## src/rtl/core/assert_macros.svh

```systemverilog
// Assertion macros shared by the parser RTL.
`ifndef ASSERT_MACROS_SVH
`define ASSERT_MACROS_SVH

// Check a property on every rising clock edge outside reset.
`define DTIP_ASSERT(lbl, clk, rst_n, prop) \
	lbl: assert property (@(posedge clk) disable iff (!(rst_n)) (prop)) \
		else $error("dtip assertion failed");

// Check that a condition never holds outside reset.
`define DTIP_NEVER(lbl, clk, rst_n, cond) \
	`DTIP_ASSERT(lbl, clk, rst_n, !(cond))

`endif

```

## src/rtl/core/dtip_pkg.sv

```systemverilog
// Types and constants of the decimal text to integer parser.
`default_nettype none

package dtip_pkg;

	localparam int QUEUE_DEPTH_DEF = 2;

	localparam logic [2:0] PH_SIGN       = 3'd0;
	localparam logic [2:0] PH_DIGITS     = 3'd1;
	localparam logic [2:0] PH_EXP_SIGN   = 3'd2;
	localparam logic [2:0] PH_EXP_DIGITS = 3'd3;
	localparam logic [2:0] PH_STOP       = 3'd4;

	localparam logic [7:0] CH_MINUS = 8'h2D;
	localparam logic [7:0] CH_PLUS  = 8'h2B;
	localparam logic [7:0] CH_E     = 8'h45;
	localparam logic [7:0] CH_ZERO  = 8'h30;
	localparam logic [7:0] CH_NINE  = 8'h39;

	localparam logic [30:0] MAG_MAX = 31'h7FFF_FFFF;
	localparam logic [3:0]  EXP_SAT = 4'd10;
	localparam logic [31:0] POS_SAT = 32'h7FFF_FFFF;
	localparam logic [31:0] NEG_SAT = 32'h8000_0000;
	// ceil(2^35 / 10): x / 10 == (x * RECIP10) >> 35 for any 32-bit x
	localparam logic [31:0] RECIP10 = 32'hCCCC_CCCD;

	// One finished string, handed from the parser to the scaler.
	typedef struct packed {
		logic        neg;
		logic [30:0] mag;
		logic        sat;
		logic [3:0]  exp_cnt;
		logic        exp_neg;
	} job_t;

	// Queue status seen by either side.
	typedef struct packed {
		logic full;
		logic empty;
	} q_status_t;

endpackage

`default_nettype wire

```

## src/rtl/core/dtip_if.sv

```systemverilog
// Request channel interfaces: characters in, integers out.
`default_nettype none

interface dtip_char_if;
	logic       valid;
	logic       ready;
	logic [7:0] char_byte;
	logic       last_char;

	modport source (output valid, output char_byte, output last_char, input ready);
	modport sink (input valid, input char_byte, input last_char, output ready);
endinterface

interface dtip_int_if;
	logic               valid;
	logic               ready;
	logic signed [31:0] int_value;

	modport source (output valid, output int_value, input ready);
	modport sink (input valid, input int_value, output ready);
endinterface

`default_nettype wire

```

## src/rtl/core/decimal_text_to_int_parser.sv

```systemverilog
// The last character pushes its string to the queue; the scaler pops a string when idle,
// takes one multiply- or divide-by-ten step per cycle, then loads the output register.
// One character per cycle while the queue has room; the scaler sets the string rate.
// Reset: arst_n clears parser, queue, scaler and output valid; exponent mode resets to off.
// No clearing pass is needed after reset.
`default_nettype none

module decimal_text_to_int_parser import dtip_pkg::*; #(
	parameter int QUEUE_DEPTH = QUEUE_DEPTH_DEF
) (
	input  wire logic  clk,
	input  wire logic  arst_n,
	input  wire logic  cfg_we,
	input  wire logic  cfg_wdata,
	dtip_char_if.sink  chars,
	dtip_int_if.source result
);

	// Front side: scan characters, hand over each finished string as one request.
	logic      push;
	job_t      push_job;
	// Back side: take requests from the queue in order.
	logic      pop;
	job_t      pop_job;
	q_status_t q_stat;

	// Parser: holds the exponent mode register and the per-string scan state.
	dtip_front u_front (
		.clk       (clk),
		.arst_n    (arst_n),
		.cfg_we    (cfg_we),
		.cfg_wdata (cfg_wdata),
		.chars     (chars),
		.q_stat    (q_stat),
		.push      (push),
		.push_job  (push_job)
	);

	// Queue: lets the parser keep taking characters while the scaler works.
	dtip_queue #(
		.DEPTH (QUEUE_DEPTH)
	) u_queue (
		.clk      (clk),
		.arst_n   (arst_n),
		.push     (push),
		.push_job (push_job),
		.pop      (pop),
		.pop_job  (pop_job),
		.stat     (q_stat)
	);

	// Scaler: power-of-ten step loop plus the output register.
	dtip_back u_back (
		.clk     (clk),
		.arst_n  (arst_n),
		.q_stat  (q_stat),
		.pop_job (pop_job),
		.pop     (pop),
		.result  (result)
	);

endmodule

`default_nettype wire

```

## src/rtl/core/dtip_front.sv

```systemverilog
// Parser: sign, mantissa, exponent; one character per cycle unless queue full.
`default_nettype none

module dtip_front import dtip_pkg::*; (
	input  wire logic  clk,
	input  wire logic  arst_n,
	input  wire logic  cfg_we,
	input  wire logic  cfg_wdata,
	dtip_char_if.sink  chars,
	input  q_status_t  q_stat,
	output logic       push,
	output job_t       push_job
);

	logic        exp_en_q;
	logic [2:0]  phase_q;
	logic        neg_q;
	logic [30:0] mag_q;
	logic        sat_q;
	logic [3:0]  exp_q;
	logic        expneg_q;

	logic [2:0]  phase_nx;
	logic        neg_nx;
	logic [30:0] mag_nx;
	logic        sat_nx;
	logic [3:0]  exp_nx;
	logic        expneg_nx;

	logic        accept;
	logic        is_digit;
	logic        is_minus;
	logic        is_plus;
	logic        is_e;
	logic [3:0]  digit;
	logic [34:0] mag_x10;
	logic [7:0]  exp_x10;
	logic        take_mant;
	logic        take_exp;

	assign chars.ready = !q_stat.full;
	assign accept      = chars.valid && chars.ready;

	assign is_digit = (chars.char_byte >= CH_ZERO) && (chars.char_byte <= CH_NINE);
	assign is_minus = (chars.char_byte == CH_MINUS);
	assign is_plus  = (chars.char_byte == CH_PLUS);
	assign is_e     = (chars.char_byte == CH_E);
	assign digit    = chars.char_byte[3:0];

	assign mag_x10 = {1'b0, mag_q, 3'b000} + {3'b000, mag_q, 1'b0} + {31'd0, digit};
	assign exp_x10 = {1'b0, exp_q, 3'b000} + {3'b000, exp_q, 1'b0} + {4'd0, digit};

	assign take_mant = ((phase_q == PH_SIGN) && !is_minus && !is_plus) ||
		(phase_q == PH_DIGITS);
	assign take_exp  = ((phase_q == PH_EXP_SIGN) && !is_minus && !is_plus) ||
		(phase_q == PH_EXP_DIGITS);

	always_comb begin
		phase_nx  = phase_q;
		neg_nx    = neg_q;
		mag_nx    = mag_q;
		sat_nx    = sat_q;
		exp_nx    = exp_q;
		expneg_nx = expneg_q;
		if (phase_q == PH_SIGN && is_minus) begin
			neg_nx = !neg_q;
		end else if (phase_q == PH_EXP_SIGN && is_minus) begin
			expneg_nx = 1'b1;
			phase_nx  = PH_EXP_DIGITS;
		end else if (phase_q == PH_EXP_SIGN && is_plus) begin
			phase_nx = PH_EXP_DIGITS;
		end else if (take_mant) begin
			if (is_digit) begin
				if (mag_x10 > {4'd0, MAG_MAX}) begin
					sat_nx   = 1'b1;
					phase_nx = PH_STOP;
				end else begin
					mag_nx   = mag_x10[30:0];
					phase_nx = PH_DIGITS;
				end
			end else if (is_e && exp_en_q && !chars.last_char) begin
				phase_nx = PH_EXP_SIGN;
			end else begin
				phase_nx = PH_STOP;
			end
		end else if (take_exp) begin
			if (is_digit) begin
				phase_nx = PH_EXP_DIGITS;
				exp_nx   = (exp_x10 > {4'd0, EXP_SAT}) ? EXP_SAT : exp_x10[3:0];
			end else begin
				phase_nx = PH_STOP;
			end
		end
	end

	assign push             = accept && chars.last_char;
	assign push_job.neg     = neg_nx;
	assign push_job.mag     = mag_nx;
	assign push_job.sat     = sat_nx;
	assign push_job.exp_cnt = exp_nx;
	assign push_job.exp_neg = expneg_nx;

	always_ff @(posedge clk or negedge arst_n) begin
		if (!arst_n) begin
			exp_en_q <= 1'b0;
		end else if (cfg_we) begin
			exp_en_q <= cfg_wdata;
		end
	end

	// Restart the scan after the last character of each string.
	always_ff @(posedge clk or negedge arst_n) begin
		if (!arst_n) begin
			phase_q  <= PH_SIGN;
			neg_q    <= 1'b0;
			mag_q    <= '0;
			sat_q    <= 1'b0;
			exp_q    <= '0;
			expneg_q <= 1'b0;
		end else if (accept) begin
			if (chars.last_char) begin
				phase_q  <= PH_SIGN;
				neg_q    <= 1'b0;
				mag_q    <= '0;
				sat_q    <= 1'b0;
				exp_q    <= '0;
				expneg_q <= 1'b0;
			end else begin
				phase_q  <= phase_nx;
				neg_q    <= neg_nx;
				mag_q    <= mag_nx;
				sat_q    <= sat_nx;
				exp_q    <= exp_nx;
				expneg_q <= expneg_nx;
			end
		end
	end

endmodule

`default_nettype wire

```

## src/rtl/core/dtip_queue.sv

```systemverilog
// Short FIFO of finished strings between parser and scaler.
`default_nettype none

`include "assert_macros.svh"

module dtip_queue import dtip_pkg::*; #(
	parameter int DEPTH = QUEUE_DEPTH_DEF
) (
	input  wire logic clk,
	input  wire logic arst_n,
	input  wire logic push,
	input  job_t      push_job,
	input  wire logic pop,
	output job_t      pop_job,
	output q_status_t stat
);

	localparam int PW = (DEPTH > 1) ? $clog2(DEPTH) : 1;
	localparam int CW = $clog2(DEPTH + 1);

	job_t          mem_q [DEPTH];
	logic [PW-1:0] wr_ptr_q;
	logic [PW-1:0] rd_ptr_q;
	logic [CW-1:0] count_q;

	assign stat.full  = (count_q == CW'(DEPTH));
	assign stat.empty = (count_q == '0);
	assign pop_job    = mem_q[rd_ptr_q];

	always_ff @(posedge clk) begin
		if (push) begin
			mem_q[wr_ptr_q] <= push_job;
		end
	end

	always_ff @(posedge clk or negedge arst_n) begin
		if (!arst_n) begin
			wr_ptr_q <= '0;
			rd_ptr_q <= '0;
			count_q  <= '0;
		end else begin
			if (push) begin
				wr_ptr_q <= (wr_ptr_q == PW'(DEPTH - 1)) ? '0 : wr_ptr_q + 1'b1;
			end
			if (pop) begin
				rd_ptr_q <= (rd_ptr_q == PW'(DEPTH - 1)) ? '0 : rd_ptr_q + 1'b1;
			end
			if (push && !pop) begin
				count_q <= count_q + 1'b1;
			end else if (pop && !push) begin
				count_q <= count_q - 1'b1;
			end
		end
	end

	`DTIP_NEVER(q_no_overflow, clk, arst_n, push && stat.full && !pop)
	`DTIP_NEVER(q_no_underflow, clk, arst_n, pop && stat.empty)

endmodule

`default_nettype wire

```

## src/rtl/core/dtip_back.sv

```systemverilog
// Scaler: applies the power of ten one step per cycle and drives the result.
`default_nettype none

`include "assert_macros.svh"

module dtip_back import dtip_pkg::*; (
	input  wire logic  clk,
	input  wire logic  arst_n,
	input  q_status_t  q_stat,
	input  job_t       pop_job,
	output logic       pop,
	dtip_int_if.source result
);

	localparam logic [1:0] BK_IDLE  = 2'd0;
	localparam logic [1:0] BK_SCALE = 2'd1;
	localparam logic [1:0] BK_WRITE = 2'd2;

	logic [1:0]         state_q;
	logic [30:0]        acc_q;
	logic [3:0]         cnt_q;
	logic               neg_q;
	logic               expneg_q;
	logic               sat_q;
	logic               out_valid_q;
	logic signed [31:0] out_value_q;

	logic [34:0] acc_x10;
	logic [63:0] recip_prod;
	logic [31:0] final_value;
	logic        load_out;

	assign acc_x10    = {1'b0, acc_q, 3'b000} + {3'b000, acc_q, 1'b0};
	assign recip_prod = {33'd0, acc_q} * {32'd0, RECIP10};

	assign final_value = sat_q ? (neg_q ? NEG_SAT : POS_SAT) :
		neg_q ? (32'd0 - {1'b0, acc_q}) : {1'b0, acc_q};

	assign pop      = (state_q == BK_IDLE) && !q_stat.empty;
	assign load_out = (state_q == BK_WRITE) && (!out_valid_q || result.ready);

	assign result.valid     = out_valid_q;
	assign result.int_value = out_value_q;

	always_ff @(posedge clk or negedge arst_n) begin
		if (!arst_n) begin
			state_q  <= BK_IDLE;
			acc_q    <= '0;
			cnt_q    <= '0;
			neg_q    <= 1'b0;
			expneg_q <= 1'b0;
			sat_q    <= 1'b0;
		end else begin
			case (state_q)
				BK_IDLE: begin
					if (pop) begin
						neg_q    <= pop_job.neg;
						expneg_q <= pop_job.exp_neg;
						state_q  <= BK_SCALE;
						if (pop_job.sat) begin
							sat_q <= 1'b1;
							acc_q <= pop_job.mag;
							cnt_q <= '0;
						end else if (pop_job.exp_cnt >= EXP_SAT) begin
							// Out-of-range exponent: zero, or saturate by sign
							sat_q <= !pop_job.exp_neg && (pop_job.mag != '0);
							acc_q <= '0;
							cnt_q <= '0;
						end else begin
							sat_q <= 1'b0;
							acc_q <= pop_job.mag;
							cnt_q <= pop_job.exp_cnt;
						end
					end
				end
				BK_SCALE: begin
					if (cnt_q == '0) begin
						state_q <= BK_WRITE;
					end else begin
						cnt_q <= cnt_q - 1'b1;
						if (expneg_q) begin
							acc_q <= {2'b00, recip_prod[63:35]};
						end else if (acc_x10 > {4'd0, MAG_MAX}) begin
							sat_q <= 1'b1;
							cnt_q <= '0;
						end else begin
							acc_q <= acc_x10[30:0];
						end
					end
				end
				BK_WRITE: begin
					if (load_out) begin
						state_q <= BK_IDLE;
					end
				end
				default: begin
					state_q <= BK_IDLE;
				end
			endcase
		end
	end

	always_ff @(posedge clk or negedge arst_n) begin
		if (!arst_n) begin
			out_valid_q <= 1'b0;
		end else if (load_out) begin
			out_valid_q <= 1'b1;
		end else if (result.ready) begin
			out_valid_q <= 1'b0;
		end
	end

	always_ff @(posedge clk) begin
		if (load_out) begin
			out_value_q <= final_value;
		end
	end

	`DTIP_ASSERT(bk_cnt_in_range, clk, arst_n, (state_q != BK_SCALE) || (cnt_q < EXP_SAT))
	`DTIP_NEVER(bk_pop_only_idle, clk, arst_n, pop && (state_q != BK_IDLE))

endmodule

`default_nettype wire

```

## src/flat_wrapper.sv

```systemverilog
// flat-port wrapper written by rule: the top's interface ports become plain ports
module decimal_text_to_int_parser_flat import dtip_pkg::*;
#(
	parameter int QUEUE_DEPTH = QUEUE_DEPTH_DEF
)
  (clk, arst_n, cfg_we, cfg_wdata, chars_valid, chars_char_byte, chars_last_char, chars_ready, result_valid, result_int_value, result_ready);
  dtip_char_if chars_i ();
  dtip_int_if result_i ();
  input  wire logic clk;
  input  wire logic arst_n;
  input  wire logic cfg_we;
  input  wire logic cfg_wdata;
  input wire logic [$bits(chars_i.valid)-1:0] chars_valid;
  input wire logic [$bits(chars_i.char_byte)-1:0] chars_char_byte;
  input wire logic [$bits(chars_i.last_char)-1:0] chars_last_char;
  output wire logic [$bits(chars_i.ready)-1:0] chars_ready;
  output wire logic [$bits(result_i.valid)-1:0] result_valid;
  output wire logic [$bits(result_i.int_value)-1:0] result_int_value;
  input wire logic [$bits(result_i.ready)-1:0] result_ready;
  assign chars_i.valid = chars_valid;
  assign chars_i.char_byte = chars_char_byte;
  assign chars_i.last_char = chars_last_char;
  assign chars_ready = chars_i.ready;
  assign result_valid = result_i.valid;
  assign result_int_value = result_i.int_value;
  assign result_i.ready = result_ready;
  decimal_text_to_int_parser #(.QUEUE_DEPTH(QUEUE_DEPTH)) u_core (.clk(clk), .arst_n(arst_n), .cfg_we(cfg_we), .cfg_wdata(cfg_wdata), .chars(chars_i), .result(result_i));
endmodule
```

## config.mk

```make
export PLATFORM = sky130hd
export DESIGN_NAME = decimal_text_to_int_parser_flat
export DESIGN_NICKNAME = d
export VERILOG_FILES = /design/src/rtl/core/dtip_pkg.sv /design/src/rtl/core/dtip_if.sv /design/src/rtl/core/decimal_text_to_int_parser.sv /design/src/rtl/core/dtip_front.sv /design/src/rtl/core/dtip_queue.sv /design/src/rtl/core/dtip_back.sv /design/src/flat_wrapper.sv
export VERILOG_INCLUDE_DIRS = /design/src /design/src/rtl/core
export SDC_FILE = /design/constraint.sdc
export NUM_CORES = 1
export LEC_CHECK = 0
export BUFFER_PORTS_ARGS = -buffer_cell sky130_fd_sc_hd__buf_4
export CAP_MARGIN = 25
export CELL_PAD_IN_SITES_DETAIL_PLACEMENT = 1
export CELL_PAD_IN_SITES_GLOBAL_PLACEMENT = 2
export CORE_UTILIZATION = 43
export CTS_CLUSTER_DIAMETER = 50
export CTS_CLUSTER_SIZE = 12
export DETAILED_ROUTE_END_ITERATION = 16
export PLACE_DENSITY = 0.78
export SYNTH_ARGS = -nofsm -noshare
export SYNTH_HDL_FRONTEND = slang
export SYNTH_SLANG_ARGS = --single-unit
```

## constraint.sdc

```tcl
create_clock -name clk -period 17.3 [get_ports clk]
set_clock_uncertainty 0.15 [all_clocks]
set_input_delay 0.865 -clock clk [delete_from_list [all_inputs] [get_ports clk]]
set_output_delay 0.865 -clock clk [all_outputs]
set_load 0.03 [all_outputs]
```

# Yosys cells after proc, flatten, opt, wreduce, memory -nomap -nowiden
# Memories as Yosys holds them, arrays and structs flattened.
# Cells that the tools add are included.
dict set report word_totals {
  in_bits 15
  wordCells 172
  out_inout_bits 34
  mem_bits_rw 76
  n_memories 1
  reg_bits 119
}
dict set report op_classes {
  n_reduce_logical 45
  muxes 73
  add_sub_neg 11
  n_eq_ne 17
  n_lt_le_gt_ge 6
  mul 1
}
# memory words word_bits read_ports rd_clocked_by_memory_dff wr line
set memory_table {}
lappend memory_table {u_core.u_queue.mem_q 2 38 1 0 1 dtip_queue.sv:21} ;# job_t mem_q [DEPTH];
# operator count
set ops {}
lappend ops {{$mux W31} 13}
lappend ops {{$mux W32} 3}
lappend ops {{$add A34 B32 Y35} 2}
lappend ops {{$gt A35 B31 Y1 const B} 2}
lappend ops {{$mul A31 B32 Y63 const B} 1}
lappend ops {{$pmux W31 S2} 1}
lappend ops {{$mux W4} 14}
lappend ops {{$add A35 B4 Y35} 1}
lappend ops {{$sub A1 B31 Y32 const A} 1}
lappend ops {{$reduce_bool A31 Y1} 1}
lappend ops {{$mux W3} 10}
lappend ops {{$mux W1} 24}
lappend ops {{$logic_and A1 B1 Y1} 17}
lappend ops {{$eq A8 B6 Y1 const B} 2}
lappend ops {{$ne A2 B2 Y1 const B} 6}
lappend ops {{$logic_not A1 Y1} 10}
lappend ops {{$mux W2} 5}
lappend ops {{$reduce_and A3 Y1} 3}
lappend ops {{$add A7 B5 Y8} 1}
lappend ops {{$add A8 B4 Y8} 1}
lappend ops {{$eq A8 B7 Y1 const B} 1}
lappend ops {{$ge A8 B6 Y1 const B} 1}
lappend ops {{$gt A8 B4 Y1 const B} 1}
lappend ops {{$le A8 B6 Y1 const B} 1}
lappend ops {{23 further kinds} 31}

# Logic depth before layout (Yosys ltp)
dict set report depth {
  depth_word 11
  mapped_depth 27
  depth_no_buf 27
}

# Hierarchy
# A second synthesis with hierarchy kept.
dict set report hier_totals {
  cells_unflattened 2692
  hier_area_um2 25958.6
}
# module cells_each seq_area_each_um2 instances area_each_um2
set modules_own_cells {}
lappend modules_own_cells {dtip_back 1950 1986.9 1 18027.3}
lappend modules_own_cells {dtip_front 608 1051.0 1 4956.0}
lappend modules_own_cells {dtip_queue 134 2382.3 1 2975.4}

# Least setup slack after synthesis
# OpenSTA, ideal clock, no wires.
dict set report synth_path {
  path_kind {register -> register}
  from {register u_core.u_back.acc_q[29]}
  to {register u_core.u_back.acc_q[23]}
  arrival_ns 7.377
  path_buffers 0
  stages_incl_launch_ff 26
  setup_time_ns 0.125
  path_slack_ns 9.649
  synth_period_minus_slack_ns 7.651
  t_required_ns 17.025
  cell_sequence {dfrtp_1 > inv_1 > ha_1 > inv_1 > fa_1 > fa_1 > inv_1 > fa_1 > inv_1 > fa_1 > inv_1 > fa_1 > inv_1 > fa_1 > fa_1 > inv_1 > ha_1 > nand4_1 > nor4_1 > nor4b_1 > a21oi_1 > o221a_2 > o31ai_1 > mux2i_1 > nand3_1 > mux2_2}
}
dict set report synth_between {
  elab_chain_cells 4
  word_cells_on_any_way 8
  cone_classes {1 x add/sub; 1 x mul; 1 x order compare; 1 x eq/ne; 3 x mux; 1 x reduce/logical}
}
# item line
set synth_lines {}
lappend synth_lines {{start: declaration} dtip_back.sv:20} ;# logic [30:0] acc_q;
lappend synth_lines {{start signal: assignment} dtip_back.sv:62} ;# acc_q <= pop_job.mag;
lappend synth_lines {{start signal: assignment} dtip_back.sv:71} ;# acc_q <= pop_job.mag;
lappend synth_lines {{start signal: assignment} dtip_back.sv:82} ;# acc_q <= {2'b00, recip_prod[63:35]};
lappend synth_lines {{$mul A31 B32 Y63 / $add A34 B32 Y35 (equally long branches)} {dtip_back.sv:34, dtip_back.sv:33}}
lappend synth_lines {{$mux W31 / $gt A35 B31 Y1 (equally long branches)} {dtip_back.sv:81, dtip_back.sv:83}}
lappend synth_lines {{$mux W31 / $ne A3 B3 Y1 (equally long branches)} -}
lappend synth_lines {{$pmux W31 S2 / $reduce_and A4 Y1 (equally long branches)} -}
# Several ways; a longest one is shown, not always the timed one. The select of a mux whose other input is x is not followed.
# A chain may end at the register's enable or synchronous reset.

# Worst setup path in the final report
dict set report layout_path {
  from {register u_core.u_back.acc_q[16]}
  to {register u_core.u_back.acc_q[23]}
}
dict set report layout_between {
  elab_chain_cells 5
  word_cells_on_any_way 9
  cone_classes {1 x add/sub; 1 x mul; 1 x order compare; 1 x eq/ne; 4 x mux; 1 x reduce/logical}
}
# item
set layout_lines {}
lappend layout_lines {{branches (longest 5 deep; another with $mul A31 B32 Y63)}}
# Several ways; the timed one is not identified. The select of a mux whose other input is x is not followed.

==> flow_metrics.py <==
metrics = {
    "cts": {
        "h-tree-depth": 4,
        "clock_path_buffers": 2,
        "cts_hold_buf": 0,
        "cts.clk_slew.worst_paths_ns": 0.08,
        "cts_root_buf": "clkbuf_16",
        "cts.sinks": 195,
        "ctsResizeCount": 0,
        "cts_buffers": 17,
        "clkLatencyLatePin_ns": 0.49,
        "cts_tree": "done",
        "cts_setup_buffers": 0,
    },
    "min_path": {
        "hold_path.class": "input port to async pin",
    },
    "logic_synthesis": {
        "syn_area_per_cell_sq_um": 9.877,
        "synth_ff_type": "edfxtp_1",
        "synth_area_leaders": "ha_1 21%, fa_1 19%, edfxtp_1 13%, dfrtp_1 8.7%, inv_1 6.1%",
        "synth_top_area_share_pct": 20.82,
        "syn_area_sq_um": 25120,
        "yosysSeqAreaShare_pct": 21.58,
        "yosysTopAreaCell": "ha_1",
        "yosysWarnings": 0,
        "synth_edf_count": 108,
        "synth-seq-cells": 195,
        "synth_cells": 2543,
        "ys_top_cells_by_count": "418 x ha_1, 408 x inv_1, 236 x fa_1",
        "yosysMostFrequentCell": "ha_1",
        "synth.distinct_cells": 75,
        "async_flop_share_pct": 44.62,
        "syn-num-nets": 3212,
    },
    "die": {
        "initial_core_util_pct": 43.54,
        "num_io_pins": 49,
        "die_y_microns": 243.7,
        "design.core.area_sq_um": 57700,
        "rows": 88,
        "dieWidth_microns": 243.7,
        "dieArea_sq_um": 59380,
    },
    "finish": {
        "fin_util_pct": 46.75,
        "syn2layout_area_growth_pct": 7.392,
        "nets": 3228,
        "drive_above_1_share_pct": 5.988,
        "final_cell_count_no_fill": 3338,
    },
    "grt": {
        "grt_use_total_pct": 28.01,
        "grt_overflow": 0,
        "antenna_found_initial": 2,
        "grt_pass1_wl_microns": 125400,
        "grt_max_degree": 57,
        "grt_pass1_vias": 20948,
    },
    "routing": {
        "drt-total-wl_microns": 81480,
        "via_per_inst": 5.775,
        "wl_met1_microns": 36430,
        "detailroute.via_count": 19278,
        "drc": 0,
        "wl_per_cell_microns": 24.41,
        "firstDrtPassIters": 7,
        "met3_length_microns": 2839,
        "top_layer": "met4",
        "drtIter0Drc": 1155,
        "wl_met2_microns": 40000,
        "drtAntennaViolNets": 0,
    },
    "setup_path": {
        "critPathMaxStageDelay_ns": 0.76,
        "r2r_setup_slack_ns": 8.07,
        "cp_slowest_cell": "nor4b_1",
        "start_kind": "register",
        "setup.worst_path.end_class": "register",
        "crit_required_ns": 17.53,
        "regToRegEndpoint": "u_core.u_back.acc_q[23]",
        "r2r-start": "u_core.u_back.acc_q[16]",
        "r2r_cells": 25,
        "worstSetupPathType": "register to register",
        "worstPathMaxFanout": 8,
        "worst_ep_arrival_time_ns": 9.45,
        "crit_path_end": "u_core.u_back.acc_q[23]",
        "critPathLaunch": "u_core.u_back.acc_q[16]",
    },
    "place": {
        "dp_cells": 3302,
        "dp_hpwl_microns": 70020,
        "io_buffers": 48,
        "gp_congestion": 0.9280,
    },
    "sta": {
        "fmax_ghz": 0.1084,
        "whs_ns": 0.2088,
        "finalCritPeriodShare_pct": 53.33,
        "worstMarginPinSlew_ns": 1.001,
        "hold_viol": 0,
        "rsz0062_at_grt": "false",
        "fin_setup_tns_ns": 0,
        "finalSetupViolations": 0,
        "fin_crit_ns": 9.226,
        "slew_headroom_pct": 32.63,
        "final_max_slew_viol_count": 0,
    },
    "run_status": {
        "outcome": "finished clean",
    },
    "run": {
        "cap_violations": 0,
    },
}
[cells in the final DEF, fill, tap and decap left out, types with 9 or more instances in the layout]
cell	synthesis	routed
a211oi_1	26	26
a21o_1	60	60
a21oi_1	155	155
a22o_1	36	36
a31oi_1	24	24
and3_1	14	14
buf_4	2	61
clkbuf_16	0	17
dfrtp_1	87	86
edfxtp_1	108	108
fa_1	236	236
ha_1	418	418
inv_1	408	408
mux2_2	42	42
mux2i_1	65	65
nand2_1	124	124
nand2b_1	18	18
nand3_1	33	33
nand4_1	26	26
nor2_1	121	119
nor2b_1	15	14
nor3_1	34	34
nor4_1	19	19
o211ai_1	17	17
o21a_1	12	12
o21ai_0	87	87
o21bai_1	19	19
o22ai_1	26	26
o31ai_1	9	9
xnor2_1	64	64
xor2_1	49	49
[sequential cells by signal, summed over array words and instances, names as in the netlist, 3 cells and up]
register                        count
u_core.u_queue.mem_q               76
u_core.u_back.result.int_value     32
u_core.u_back.acc_q                31
u_core.u_front.mag_q               31
u_core.u_back.cnt_q                 4
u_core.u_front.exp_q                4
u_core.u_front.phase_q              3
[worst min path at each step]
stage                                    startpoint  slack [ns]                         to
after floorplan           u_core.u_front.phase_q[0]        0.29  u_core.u_front.phase_q[0]
after global placement    u_core.u_front.phase_q[0]        0.33  u_core.u_front.phase_q[0]
after detailed placement  u_core.u_front.phase_q[0]        0.36  u_core.u_front.phase_q[0]
after CTS                                    arst_n        0.19    u_core.u_back.acc_q[26]
after global routing                         arst_n        0.21    u_core.u_back.acc_q[22]
final                                        arst_n        0.21    u_core.u_back.acc_q[22]
[layer usage]
layer / GRT usage, % / up-vias
li1: - / 8890
met5: 0 / -
met4: 8.235 / 0
met2: 48.06 / 358
met1: 37.06 / 9945
met3: 3.051 / 85
[kinds of logic after synthesis]
logic type                 count (synthesis)  synth area share [%]
adders and majority gates                654                 39.63
AOI/OAI and AO/OA                        549                 14.50
buffers and inverters                    476                 7.228
and+or+nand+nor                          449                 8.653
DFF                                      195                 21.58
xor gates and xnor gates                 113                 3.940
muxes                                    107                 4.473
[final cells by class]
cell class              count  area [sq um]
well taps                 765         957.2
flip-flops and latches    195          5421
fillers                  6526         30720
inverters                 408          1531
diodes                      1         2.502
multi-input cells        1872         17900
clock inverters            15         188.9
repair buffers             65         548.0
clock buffers              17         425.4
[critical path: cells and delay by family (launching register included)]
kind                       cells  cell delay, ns
and+or+nand+nor                4            1.38
buffers and inverters          7            0.65
DFF                            1            0.61
AOI/OAI and AO/OA              3            1.31
adders and majority gates      9            4.48
muxes                          2            0.52
[stage by stage]
| step | area, sq um | worst slack, ns |
|---|---|---|
| after floorplan | 25120 | 9.649 |
| after global placement | 26270 | 8.303 |
| after detailed placement | 26280 | 8.085 |
| after CTS | 26900 | 8.032 |
| after global routing | 26970 | 7.768 |
| final | 26970 | 8.074 |
Power is left out: the tool's default activity adds up to more than one toggle a clock period on the data nets, which glitch-free logic cannot reach.
